==> src/hw/rtl/nfc_pkg.sv <==
`default_nettype none
// ----------------------------------------------------------------------------
// nfc_pkg
// Shared types, sizes and command codes for the NOR flash command model.
// ----------------------------------------------------------------------------
package nfc_pkg;

    // Array geometry; all three are powers of two
    localparam int FLASH_BYTES = 65536;
    localparam int BLOCK_BYTES = 4096;
    localparam int BUFFER_MAX  = 4096;

    localparam int ADDR_W  = $clog2(FLASH_BYTES);
    localparam int BLK_W   = $clog2(BLOCK_BYTES);
    localparam int CNT_W   = $clog2(BUFFER_MAX + 1);
    localparam int CFG_IDX_W = 1;

    // Command bytes
    localparam logic [7:0] CMD_READ_ARRAY = 8'hff;
    localparam logic [7:0] CMD_READ_ID    = 8'h90;
    localparam logic [7:0] CMD_QUERY      = 8'h98;
    localparam logic [7:0] CMD_PROGRAM    = 8'h10;
    localparam logic [7:0] CMD_BUF_PROG   = 8'he8;
    localparam logic [7:0] CMD_ERASE      = 8'h20;
    localparam logic [7:0] CMD_CONFIRM    = 8'hd0;

    localparam logic [7:0]  ERASED_BYTE  = 8'hff;
    localparam logic [31:0] STATUS_READY = 32'h0000_0080;

    localparam logic [15:0] ID_VENDOR_OFS = 16'd0;
    localparam logic [15:0] ID_DEVICE_OFS = 16'd4;

    localparam logic KIND_READ  = 1'b0;
    localparam logic KIND_WRITE = 1'b1;

    localparam logic [CFG_IDX_W-1:0] REG_VENDOR = 1'b0;
    localparam logic [CFG_IDX_W-1:0] REG_DEVICE = 1'b1;

    typedef enum logic [3:0] {
        M_ARRAY   = 4'd0,
        M_STATUS  = 4'd1,
        M_ID      = 4'd2,
        M_QUERY   = 4'd3,
        M_PROG    = 4'd4,
        M_COUNT   = 4'd5,
        M_LOAD    = 4'd6,
        M_CONFIRM = 4'd7,
        M_ERASE   = 4'd8
    } mode_t;

    typedef enum logic [1:0] {
        ST_CLEAR,
        ST_IDLE,
        ST_WORK,
        ST_ERASE
    } state_t;

    typedef struct packed {
        logic        kind;
        logic [15:0] address;
        logic [15:0] data;
    } acc_t;

    typedef struct packed {
        logic [31:0] read_data;
        logic [3:0]  mode_now;
    } res_t;

    typedef struct packed {
        logic [31:0] vendor_code;
        logic [31:0] device_code;
    } id_codes_t;

    typedef struct packed {
        logic              rd_en;
        logic              wr_en;
        logic [ADDR_W-1:0] addr;
        logic [7:0]        wdata;
    } mem_req_t;

    // Command decode; anything unknown keeps the current mode
    function automatic mode_t decode_cmd(input logic [7:0] cmd, input mode_t cur);
        mode_t m;
        unique case (cmd)
            CMD_READ_ARRAY: m = M_ARRAY;
            CMD_READ_ID:    m = M_ID;
            CMD_QUERY:      m = M_QUERY;
            CMD_PROGRAM:    m = M_PROG;
            CMD_BUF_PROG:   m = M_COUNT;
            CMD_ERASE:      m = M_ERASE;
            default:        m = cur;
        endcase
        return m;
    endfunction

endpackage
`default_nettype wire

==> src/hw/rtl/nfc_ctrl.sv <==
`default_nettype none
// ----------------------------------------------------------------------------
// nfc_ctrl
// Command state machine: reads the array on accept, modifies and writes back when
// the output is free, and walks the array for the reset clear and block erase.
// ----------------------------------------------------------------------------
module nfc_ctrl (
    input  wire logic               clk,
    input  wire logic               rst_n,
    input  wire logic               acc_valid,
    output logic                    acc_ready,
    input  wire nfc_pkg::acc_t      acc,
    input  wire nfc_pkg::id_codes_t ids,
    input  wire logic               res_busy,
    output logic                    res_load,
    output nfc_pkg::res_t           res_data,
    output nfc_pkg::mem_req_t       mem_req,
    input  wire logic [7:0]         mem_rdata
);

    nfc_pkg::state_t                       state_reg, state_next;
    nfc_pkg::mode_t                        mode_reg, mode_next, mode_w;
    logic [nfc_pkg::CNT_W-1:0]             bl_reg, bl_next, bl_w, bl_dec;
    logic [nfc_pkg::ADDR_W-1:0]            cnt_reg, cnt_next;
    logic [nfc_pkg::ADDR_W-nfc_pkg::BLK_W-1:0] blk_reg;
    nfc_pkg::acc_t                         item_reg;

    logic [7:0]                  wbyte;
    logic [nfc_pkg::ADDR_W-1:0]  off;
    logic [31:0]                 rd;
    logic                        prog;
    logic                        erase_hit;
    logic                        advance;

    assign wbyte   = item_reg.data[7:0];
    assign off     = item_reg.address[nfc_pkg::ADDR_W-1:0];
    assign advance = (state_reg == nfc_pkg::ST_WORK) && !res_busy;
    assign bl_dec  = (bl_reg != '0) ? bl_reg - 1'b1 : bl_reg;

    // Result and next mode for the held beat
    always_comb
    begin
        rd        = '0;
        mode_w    = mode_reg;
        bl_w      = bl_reg;
        prog      = 1'b0;
        erase_hit = 1'b0;
        if (item_reg.kind == nfc_pkg::KIND_READ)
        begin
            unique case (mode_reg)
                nfc_pkg::M_ARRAY: rd = {24'b0, mem_rdata};
                nfc_pkg::M_ID:
                begin
                    if (item_reg.address == nfc_pkg::ID_VENDOR_OFS)
                        rd = ids.vendor_code;
                    else if (item_reg.address == nfc_pkg::ID_DEVICE_OFS)
                        rd = ids.device_code;
                    else
                        rd = '0;
                end
                nfc_pkg::M_QUERY: rd = '0;
                default:          rd = nfc_pkg::STATUS_READY;
            endcase
        end
        else
        begin
            unique case (mode_reg)
                nfc_pkg::M_PROG:
                begin
                    prog   = 1'b1;
                    mode_w = nfc_pkg::M_STATUS;
                end
                nfc_pkg::M_COUNT:
                begin
                    // count field holds length minus one; saturate at buffer size
                    if (32'(item_reg.data) >= nfc_pkg::BUFFER_MAX - 1)
                        bl_w = nfc_pkg::CNT_W'(nfc_pkg::BUFFER_MAX);
                    else
                        bl_w = nfc_pkg::CNT_W'(item_reg.data) + 1'b1;
                    mode_w = nfc_pkg::M_LOAD;
                end
                nfc_pkg::M_LOAD:
                begin
                    prog = 1'b1;
                    bl_w = bl_dec;
                    if (bl_dec == '0)
                        mode_w = nfc_pkg::M_CONFIRM;
                end
                nfc_pkg::M_CONFIRM:
                begin
                    if (wbyte == nfc_pkg::CMD_CONFIRM)
                        mode_w = nfc_pkg::M_STATUS;
                    else
                        mode_w = nfc_pkg::decode_cmd(wbyte, mode_reg);
                end
                nfc_pkg::M_ERASE:
                begin
                    if (wbyte == nfc_pkg::CMD_CONFIRM)
                    begin
                        erase_hit = 1'b1;
                        mode_w    = nfc_pkg::M_STATUS;
                    end
                    else
                    begin
                        mode_w = nfc_pkg::decode_cmd(wbyte, mode_reg);
                    end
                end
                default: mode_w = nfc_pkg::decode_cmd(wbyte, mode_reg);
            endcase
        end
    end

    assign res_data.read_data = rd;
    assign res_data.mode_now  = mode_w;

    assign mode_next = advance ? mode_w : mode_reg;
    assign bl_next   = advance ? bl_w : bl_reg;

    always_comb
    begin
        cnt_next = cnt_reg;
        if ((state_reg == nfc_pkg::ST_CLEAR) || (state_reg == nfc_pkg::ST_ERASE))
            cnt_next = cnt_reg + 1'b1;
        else if (advance && erase_hit)
            cnt_next = '0;
    end

    // Next state
    always_comb
    begin
        state_next = state_reg;
        unique case (state_reg)
            nfc_pkg::ST_CLEAR:
            begin
                if (cnt_reg == nfc_pkg::ADDR_W'(nfc_pkg::FLASH_BYTES - 1))
                    state_next = nfc_pkg::ST_IDLE;
            end
            nfc_pkg::ST_IDLE:
            begin
                if (acc_valid)
                    state_next = nfc_pkg::ST_WORK;
            end
            nfc_pkg::ST_WORK:
            begin
                if (!res_busy)
                    state_next = erase_hit ? nfc_pkg::ST_ERASE : nfc_pkg::ST_IDLE;
            end
            nfc_pkg::ST_ERASE:
            begin
                if (&cnt_reg[nfc_pkg::BLK_W-1:0])
                    state_next = nfc_pkg::ST_IDLE;
            end
            default: state_next = nfc_pkg::ST_CLEAR;
        endcase
    end

    // Outputs and memory port
    always_comb
    begin
        acc_ready     = 1'b0;
        res_load      = advance;
        mem_req.rd_en = 1'b0;
        mem_req.wr_en = 1'b0;
        mem_req.addr  = off;
        mem_req.wdata = nfc_pkg::ERASED_BYTE;
        unique case (state_reg)
            nfc_pkg::ST_CLEAR:
            begin
                mem_req.wr_en = 1'b1;
                mem_req.addr  = cnt_reg;
            end
            nfc_pkg::ST_IDLE:
            begin
                acc_ready     = 1'b1;
                mem_req.rd_en = acc_valid;
                mem_req.addr  = acc.address[nfc_pkg::ADDR_W-1:0];
            end
            nfc_pkg::ST_WORK:
            begin
                // AND the byte in: a NOR cell only clears bits
                mem_req.wr_en = prog && !res_busy;
                mem_req.wdata = mem_rdata & wbyte;
            end
            nfc_pkg::ST_ERASE:
            begin
                mem_req.wr_en = 1'b1;
                mem_req.addr  = {blk_reg, cnt_reg[nfc_pkg::BLK_W-1:0]};
            end
            default:
            begin
                mem_req.wr_en = 1'b0;
            end
        endcase
    end

    always_ff @(posedge clk or negedge rst_n)
    begin
        if (!rst_n)
        begin
            state_reg <= nfc_pkg::ST_CLEAR;
            mode_reg  <= nfc_pkg::M_ARRAY;
            bl_reg    <= '0;
            cnt_reg   <= '0;
        end
        else
        begin
            state_reg <= state_next;
            mode_reg  <= mode_next;
            bl_reg    <= bl_next;
            cnt_reg   <= cnt_next;
        end
    end

    always_ff @(posedge clk)
    begin
        if (acc_valid && acc_ready)
            item_reg <= acc;
        if (advance && erase_hit)
            blk_reg <= off[nfc_pkg::ADDR_W-1:nfc_pkg::BLK_W];
    end

endmodule
`default_nettype wire

==> config.mk <==
export PLATFORM = sky130hd
export DESIGN_NAME = nfc_ctrl
export DESIGN_NICKNAME = d
export VERILOG_FILES = /design/src/hw/rtl/nfc_pkg.sv /design/src/hw/rtl/nfc_ctrl.sv
export SDC_FILE = /design/constraint.sdc
export NUM_CORES = 1
export LEC_CHECK = 0
export BUFFER_PORTS_ARGS = -buffer_cell sky130_fd_sc_hd__buf_2
export CAP_MARGIN = 10
export CORE_UTILIZATION = 30
export CTS_CLUSTER_DIAMETER = 100
export CTS_CLUSTER_SIZE = 12
export DETAILED_ROUTE_END_ITERATION = 10
export GPL_TIMING_DRIVEN = 1
export PLACE_DENSITY_LB_ADDON = 0.25
export SYNTH_ARGS = -nofsm -noshare
export SYNTH_HDL_FRONTEND = slang
export SYNTH_SLANG_ARGS = --single-unit
==> constraint.sdc <==
create_clock -name clk -period 4.4 [get_ports clk]
set_clock_uncertainty 0.1 [all_clocks]
set_input_delay 0.88 -clock clk [delete_from_list [all_inputs] [get_ports clk]]
set_output_delay 0.88 -clock clk [all_outputs]
set_load 0.05 [all_outputs]
==> impl_results.md, run 1 <==
* Slowest CP cell: or4b_2
* Sequential share of power at 29.8%
* Top Ports at 173
* Iteration-0 DRC count of the detailed router at 377
* Setup bufs post-CTS at 0
* NumNets Final at 832
* Drt total wl at 16.3 mm
* Max clock buf depth at 2
* Worst EP required at 3.42 ns
* Setup WS post-layout at 0.460 ns
* Avg Inst Size Synth at 8.99 sq um
* Final setup fails at 0
* Synth area leaders: edfxtp_1, dfrtp_1, mux2i_1
* Die ar. at 17300 sq um
* Num CTS Buffers at 9
* PwrDens at 589 nW/um^2
* Hold Startpoint: off[12]
* Placement Rows at 47
* R2r endpoint: bl_reg[4]
* Worst rel slew slack at 36.0%
* Largest family of logic cells by synthesized area: simple AND/OR/NAND/NOR gates
* Mapped Nets at 680
* Fin. Hold Viols at 0
* Simple-gate area share of the yosys netlist at 22.3%
* Worst Path Arrival at 2.96 ns
* Hold-critical path depth at 0
* DRT antenna net count at 0
* CTS tree: built
* H-tree levels at 3
* Yosys cell types at 69
* Clock Power Share at 21.2%
* Startpoint Class: register
* Vias in the first global route at 4690
* Status: completed
* Peak Freq at 254 MHz
* Dpl ws at 0.824 ns
* Synthesis Warnings at 0
* Period minus WS final at 3.94 ns
* Total vias in the final route at 4905
* Logic pwr share at 49.1%
* I/O Buffers at 172
* Mux cell area share after synthesis at 7.56%
* Cells after Synth at 561
* Clock sink total at 72
* Yosys top cell area share at 22.0%
* Hold worst-path end: blk_reg[0]
* Sequential fraction of the synthesis area at 39.4%
* Initial antenna violation count at 0
* CP Depth at 9
* Setup TNS at 0 ns
* Setup CP Type: reg2out
* Diodes inserted at 0
* Cell depth of the worst flop-to-flop path at 8
* Final GP Congestion at 0.910
* Fin. max-slew vios at 0
* Synth cell count leaders: nand2_1, nor2_1, o21ai_0, edfxtp_1, dfrtp_1
* Most common cell in the synthesized netlist: nand2_1
* Drt wl/cell at 17.4 um
* CP Capture Type: output port
* Vias per cell at 5.23
* Hold Crit Class: reg2reg
* Max-cap violations at 0
* Switch Pwr at 1780 uW
* Max IR drop VDD at 0.367 mV
* Worst Tran Pin Value at 0.961 ns
* Synth Area in XOR/XNOR at 3.30%
* Hold-fix buffers, CTS at 0
* DRC viols at 0
* Number of flip-flops in the largest register at 17
* Post-route clock period utilization at 89.5%
* Synth Cell Area at 5050 sq um
* Area leader, netlist: edfxtp_1
* Switching share of total power at 47.9%
* Chip height at 132 um
* Top delay family on crit path: simple AND/OR/NAND/NOR gates
* Drt pass-1 iters at 5
* Compound-Gate Fraction of Synth Area at 18.5%
* Die span in x at 132 um
* Pint at 1940 uW
* Ys async rst share at 48.6%
* Core box area at 16500 sq um
* Commonest register cell after synthesis: edfxtp_1
* Post-CTS Resized at 0
* Leak at 0.00270 uW
* Critical Path, Cell by Cell: inv_1 > ha_1 > or4b_2 > nor4_1 > nor3_1 > nor4b_2 > o21ai_1 > o211ai_1 > buf_2
* Tot GR Track Use at 18.9%
* Worst r2r src: bl_reg[0]
* FF-to-FF setup slack at 1.67 ns
* Clk_lat worst skew at 0.34 ns
* Fraction of layout cells with a size suffix above 1 at 30.2%
* Post-DP HPWL at 12.5 mm
* Global-route wire length before repair at 25.6 mm
* Area grow syn2layout at 25.2%
* Initial Utilization at 30.5%
* Adder-cell share of the synthesized area at 2.48%
* Root buf cell: clkbuf_16
* Post-synth EDFFs at 37
* RSZ-0062 raised after global routing: no
* Largest net degree at the start of global routing at 39
* Clock Pin Slew Worst Setup and Hold Paths at 0.06 ns
* Synthesis-stage register bit count at 72
* Crit-path max cell delay at 0.64 ns
* Maximum fanout along the worst path at 9
* GRT overflow at 0
* Worst path buffer plus inverter count at 2
## cell usage in the layout (no fill, tap or decap), types with 4 or more instances in the layout
master,instances
a22o_1,9
nor2_1,49
o211ai_1,4
clkbuf_16,9
nand2b_1,5
nand4_1,8
or3_1,4
buf_4,10
edfxtp_1,37
ha_1,10
xnor2_1,6
a21oi_1,10
nand3_1,28
dfrtp_1,35
and4_1,4
nor4_1,12
nor3_1,15
inv_1,21
nand2_1,65
o22ai_1,14
xor2_1,13
a222oi_1,5
mux2_2,9
or2_2,5
o32ai_1,5
a22oi_1,21
mux2i_1,28
buf_2,172
o21ai_0,45
nor3b_1,4
## worst max path at each step
stage                  end          from
2_1_floorplan  mem_req[12]  state_reg[1]
3_3_place_gp   res_data[0]     bl_reg[0]
3_5_place_dp   res_data[0]     bl_reg[0]
4_1_cts        res_data[0]     bl_reg[0]
5_1_grt        res_data[0]     bl_reg[0]
6_report       res_data[0]     bl_reg[0]
## power groups by stage
stage               Combinational (uW)  Clock [uW]  Sequential [uW]
floorplan                         1580           0              975
global placement                  1810           0             1110
detailed placement                1820           0             1120
CTS                               1820         805             1110
global route                      1960         832             1140
finish                            1830         789             1110
## through the flow
stage / cell area, sq um / utilization [%] / hold slack (ns) / instances / total power [uW]
floorplan: 5050 / - / 0.350 / 561 / 2560
global placement: 6010 / 36.4 / 0.372 / 922 / 2930
detailed placement: 6010 / 36.4 / 0.388 / 922 / 2930
CTS: 6320 / 38.2 / 0.398 / 938 / 3740
global route: 6320 / 38.2 / 0.418 / 938 / 3930
finish: 6320 / 38.2 / 0.393 / 938 / 3720
## per-layer routing
metal,vias up,track usage (%),part of all wire (%)
met5,-,0,0
met4,0,7.11,1.9
met3,21,2.51,3.5
met2,131,30.4,48
met1,2361,25.6,47
li1,2392,-,-
## kinds of logic after synthesis
logic type	Yosys count
compound gates	138
flops	72
mux	37
fa+ha+maj	10
simple gates	223
buf+inv	62
xor+xnor	19
## layout make-up
type,instances,area [sq um]
Fill cell,1710,10200
Multi-Input combinational cell,427,2730
Sequential cell,72,1990
Timing Repair Buffer,182,936
Tap cell,220,275
Clock buffer,9,225
Clock inverter,7,86.3
Inverter,21,78.8
(Power assumes the default switching activity.)
==> run 2: changes to the inputs <==
--- a/config.mk
+++ b/config.mk
@@ -5,7 +5,7 @@
 export SDC_FILE = /design/constraint.sdc
 export NUM_CORES = 1
 export LEC_CHECK = 0
-export BUFFER_PORTS_ARGS = -buffer_cell sky130_fd_sc_hd__buf_2
+export BUFFER_PORTS_ARGS = -buffer_cell sky130_fd_sc_hd__buf_4
 export CAP_MARGIN = 10
 export CORE_UTILIZATION = 30
 export CTS_CLUSTER_DIAMETER = 100
==> impl_results.md, run 2 (synthesis gave the netlist of run 1 again) <==
* Status: completed
* Hold-critical path depth at 0 (unchanged)
* Final setup fails at 0 (unchanged)
* Commonest non-fill, non-tap cell in the layout: buf_4
* Setup CP Type: reg2out
* Area grow syn2layout at 34.2%
* Most common cell on crit path: o32a_1
* Total vias in the final route at 4947 (+0.86%)
* Tot GR Track Use at 19.4% (+0.51 points)
* Clk_lat worst skew at 0.34 ns (about the same)
* DRC viols at 0 (unchanged)
* Vias per cell at 5.26 (+0.64%)
* Vias in the first global route at 4891 (+4.3%)
* Hold Startpoint: off[12]
* Placement Rows at 47 (unchanged)
* Drt total wl at 16.6 mm (+2.0%)
* Max IR drop VDD at 0.521 mV (+42%)
* Number of flip-flops in the largest register at 17 (unchanged)
* GRT overflow at 0 (unchanged)
* Maximum fanout along the worst path at 9 (unchanged)
* Cell depth of the worst flop-to-flop path at 8 (unchanged)
* I/O Buffers at 172 (unchanged)
* Crit-path max cell delay at 0.47 ns (-0.17 ns)
* Slowest CP cell: or3b_1
* CTS tree: built
* Startpoint Class: register
* Drt wl/cell at 17.7 um (+1.8%)
* Diodes inserted at 0 (unchanged)
* Leak at 0.00282 uW (+4.7%)
* Max-cap violations at 0 (unchanged)
* NumNets Final at 834 (+0.24%)
* Fraction of layout cells with a size suffix above 1 at 30.7% (+0.47 points)
* Period minus WS final at 3.90 ns (-0.0385 ns)
* Post-CTS Resized at 0 (unchanged)
* Worst r2r src: bl_reg[0]
* Iteration-0 DRC count of the detailed router at 395 (+4.8%)
* Post-route clock period utilization at 88.7% (-0.87 points)
* Core box area at 16500 sq um (unchanged)
* Worst rel slew slack at 37.7% (+1.8 points)
* Setup bufs post-CTS at 0 (unchanged)
* Clock Pin Slew Worst Setup and Hold Paths at 0.06 ns (about the same)
* Largest net degree at the start of global routing at 39 (unchanged)
* Setup TNS at 0 ns (unchanged)
* Final GP Congestion at 0.894 (-1.7%)
* Top Ports at 173 (unchanged)
* Hold-fix buffers, CTS at 0 (unchanged)
* Global-route wire length before repair at 26.3 mm (+2.7%)
* Die ar. at 17300 sq um (unchanged)
* PwrDens at 569 nW/um^2 (-3.4%)
* Root buf cell: clkbuf_16
* Most frequent cells in the layout: buf_4, nand2_1, nor2_1
* Drt pass-1 iters at 5 (unchanged)
* DRT antenna net count at 0 (unchanged)
* Worst Tran Pin Value at 0.934 ns (-0.0263 ns)
* CP Capture Type: output port
* H-tree levels at 3 (unchanged)
* Peak Freq at 256 MHz (+0.99%)
* Fin. max-slew vios at 0 (unchanged)
* Worst EP required at 3.42 ns (about the same)
* RSZ-0062 raised after global routing: no
* Hold Crit Class: reg2reg
* Clock sink total at 72 (unchanged)
* Worst Path Arrival at 2.92 ns (-0.04 ns)
* Max clock buf depth at 2 (unchanged)
* Die span in x at 132 um (unchanged)
* Design Power at 3850 uW (+3.5%)
* Fin. Hold Viols at 0 (unchanged)
* Chip height at 132 um (unchanged)
* Initial Utilization at 30.5% (unchanged)
* Critical Path, Cell by Cell: inv_1 > ha_1 > or3b_1 > o32a_1 > o32a_1 > nor4_1 > o21ai_1 > o211ai_1 > buf_4
* CP startpoint: bl_reg[0]
* Num CTS Buffers at 9 (unchanged)
* Initial antenna violation count at 0 (unchanged)
* Post-DP HPWL at 12.7 mm (+2.0%)
[run 2: changes by cell type in the layout (fill, tap and decap cells not counted)]
cell,delta
inv_6,+1
buf_4,+174
buf_2,-172
clkinvlp_4,+1
clkinv_1,-2
[run 2: worst max-delay path: cells and delay by family, from the launching register on]
family | cells | cell delay [ns]
AO/OA/AOI/OAI | 4 | 0.80
flip-flops | 1 | 0.46
AND/OR/NAND/NOR | 2 | 0.73
buffers and inverters | 2 | 0.35
adder cells (fa/ha/maj) | 1 | 0.24
[run 2: final cells by class]
class	instances	area (sq um)
Multi-Input combinational cell	427	2730
Clock inverter	7	95.1
Timing Repair Buffer	184	1380
Sequential cell	72	1990
Inverter	21	78.8
Tap cell	220	275
Fill cell	1650	9750
Clock buffer	9	225
[run 2: where the power goes]
group / leakage, uW / total, uW / switching, uW / internal, uW
Combinational: 0.00187 / 1950 / 1260 / 687
Clock: 0.000156 / 792 / 295 / 497
Sequential: 0.000795 / 1110 / 234 / 876
Total: 0.00282 / 3850 / 1790 / 2060
[run 2: path summary, 6_finish.rpt]
| path | endpoint | slack [ns] |
|---|---|---|
| worst max-delay path | res_data[0] | 0.50 |
| worst min-delay path | blk_reg[0] | 0.38 |
| worst max register to register | bl_reg[1] | 1.69 |
| worst min register to register | blk_reg[0] | 0.38 |
| max in group asynchronous | cnt_reg[9] | 3.45 |
| min in group asynchronous | bl_reg[8] | 0.39 |
[run 2: stage by stage]
step           util, %  hold WS [ns]  setup WS, ns  instance area [sq um]  std cells
5_1_grt           41.0         0.396         0.282                   6770        940
3_5_place_dp      39.0         0.365         0.852                   6450        924
3_3_place_gp      39.0         0.373         0.886                   6450        924
4_1_cts           41.0         0.373         0.477                   6770        940
6_report          41.0         0.376         0.499                   6770        940
2_1_floorplan        -         0.350         0.617                   5050        561
[run 2: routing by layer]
| layer | up-vias | GRT usage [%] | wire [um] |
|---|---|---|---|
| met5 | - | 0 | 0 |
| met4 | 0 | 6.78 | 302 |
| met3 | 23 | 3.63 | 802 |
| met2 | 142 | 31.4 | 7960 |
| met1 | 2390 | 25.7 | 7570 |
| li1 | 2392 | - | - |
==> run 3: changes to the inputs <==
--- a/config.mk
+++ b/config.mk
@@ -7,6 +7,7 @@
 export LEC_CHECK = 0
 export BUFFER_PORTS_ARGS = -buffer_cell sky130_fd_sc_hd__buf_4
 export CAP_MARGIN = 10
+export CORE_ASPECT_RATIO = 0.8
 export CORE_UTILIZATION = 30
 export CTS_CLUSTER_DIAMETER = 100
 export CTS_CLUSTER_SIZE = 12
==> impl_results.md, run 3 (synthesis gave the netlist of run 1 again) <==
* Hold-fix buffers, CTS at 0 (unchanged)
* Period minus WS final at 3.98 ns (+0.0837 ns)
* Chip height at 118 um (-10%)
* Max clock buf depth at 2 (unchanged)
* Status: completed
* Drt pass-1 iters at 5 (unchanged)
* Startpoint Class: register
* Largest net degree at the start of global routing at 39 (unchanged)
* Worst Path Arrival at 3.00 ns (+0.08 ns)
* Maximum fanout along the worst path at 9 (unchanged)
* Clock Pin Slew Worst Setup and Hold Paths at 0.06 ns (about the same)
* Number of flip-flops in the largest register at 17 (unchanged)
* Setup bufs post-CTS at 0 (unchanged)
* Max IR drop VDD at 0.289 mV (-44%)
* Vias per cell at 5.39 (+2.3%)
* Die ar. at 17300 sq um (about the same)
* Fraction of layout cells with a size suffix above 1 at 30.2% (-0.47 points)
* Hold slack at 0.398 ns (+0.0216 ns)
* Area grow syn2layout at 33.1%
* Initial Utilization at 30.6% (+0.044 points)
* CTS tree: built
* Final GP Congestion at 0.834 (-6.7%)
* NumNets Final at 832 (-0.24%)
* Leak at 0.00279 uW (-1.1%)
* Worst Tran Pin Value at 0.889 ns (-0.0450 ns)
* I/O Buffers at 172 (unchanged)
* Setup WS post-layout at 0.415 ns (-0.0837 ns)
* Dpl ws at 0.772 ns (-0.0797 ns)
* CP Capture Type: output port
* Tot GR Track Use at 19.3% (-0.039 points)
* Core box area at 16500 sq um (-0.14%)
* Total vias in the final route at 5052 (+2.1%)
* Worst rel slew slack at 40.7% (+3.0 points)
* Drt total wl at 16.5 mm (-0.77%)
* Peak Freq at 251 MHz (-2.1%)
* PwrDens at 558 nW/um^2 (-2.0%)
* Clk_lat worst skew at 0.35 ns (about the same)
* Root buf cell: clkbuf_16
* Worst r2r src: bl_reg[0]
* DRT antenna net count at 0 (unchanged)
* Setup CP Type: reg2out
* Die span in x at 147 um (+12%)
* Diodes inserted at 0 (unchanged)
* CP startpoint: bl_reg[0]
* RSZ-0062 raised after global routing: no
* Top Ports at 173 (unchanged)
* Post-DP HPWL at 12.4 mm (-2.3%)
* H-tree levels at 3 (unchanged)
* Commonest non-fill, non-tap cell in the layout: buf_4
* Post-CTS Resized at 0 (unchanged)
* GRT overflow at 0 (unchanged)
* Global-route wire length before repair at 26.2 mm (-0.34%)
* Post-route clock period utilization at 90.6% (+1.9 points)
* Placement Rows at 42 (-11%)
* Initial antenna violation count at 0 (unchanged)
* Setup TNS at 0 ns (unchanged)
* Fin. max-slew vios at 0 (unchanged)
* Iteration-0 DRC count of the detailed router at 395 (unchanged)
* DRC viols at 0 (unchanged)
* Max-cap violations at 0 (unchanged)
* Hold Crit Class: in2async
* Final setup fails at 0 (unchanged)
* Clock sink total at 72 (unchanged)
* Worst EP required at 3.42 ns (about the same)
* Num CTS Buffers at 9 (unchanged)
* Drt wl/cell at 17.6 um (-0.56%)
* Vias in the first global route at 4826 (-1.3%)
* Fin. Hold Viols at 0 (unchanged)
* Most frequent cells in the layout: buf_4, nand2_1, nor2_1
-- run 3: cell types whose count changed in the layout (fill, tap and decap cells not counted) --
cell,before,now
inv_6,1,0
bufinv_16,2,0
buf_4,184,182
clkbuf_1,0,2
clkinv_4,1,0
clkbuf_8,0,2
-- run 3: worst paths after layout --
check	endpoint	slack, ns	cells after the start
min reg2reg	blk_reg[0]	0.44	0
min	cnt_reg[0]	0.40	1
max reg2reg	bl_reg[1]	1.65	8
min in group clk	blk_reg[0]	0.44	0
max in group asynchronous	cnt_reg[15]	3.44	1
max	res_data[0]	0.42	9
-- run 3: critical path, stage by stage (launching register included) --
cell,delay [ns]
dfrtp_1,0.46
inv_1,0.12
ha_1,0.20
or4b_2,0.63
nor4_1,0.37
nor3_1,0.14
nor4b_2,0.24
o21ai_1,0.15
o211ai_1,0.11
buf_4,0.24
-- run 3: layer usage --
layer | part of all wire (%) | GRT usage, % | vias up
li1 | - | - | 2389
met1 | 47 | 26.9 | 2425
met4 | 1.0 | 4.45 | 0
met5 | 0 | 0 | -
met2 | 44 | 29.4 | 221
met3 | 8.0 | 5.66 | 17
-- run 3: layout make-up --
type	count	area, sq um
clock inverters	3	17.5
repair buffers	182	1370
multi-input cells	427	2730
inverters	21	78.8
fillers	1675	9790
well taps	220	275
clock buffers	13	260
flip-flops and latches	72	1990
-- run 3: power by group --
group | switching (uW) | internal, uW | leakage, uW | total (uW)
Sequential | 230 | 877 | 0.000795 | 1110
Clock | 284 | 411 | 0.000136 | 695
Combinational | 1260 | 686 | 0.00186 | 1940
-- run 3: metrics by stage --
step	instance area, sq um	total power (uW)	util [%]	std cells
after floorplan	5050	2560	-	561
after global placement	6440	3050	39.0	922
after detailed placement	6440	3060	39.0	922
after CTS	6720	3770	40.7	938
after global routing	6720	3980	40.7	938
final	6720	3740	40.7	938
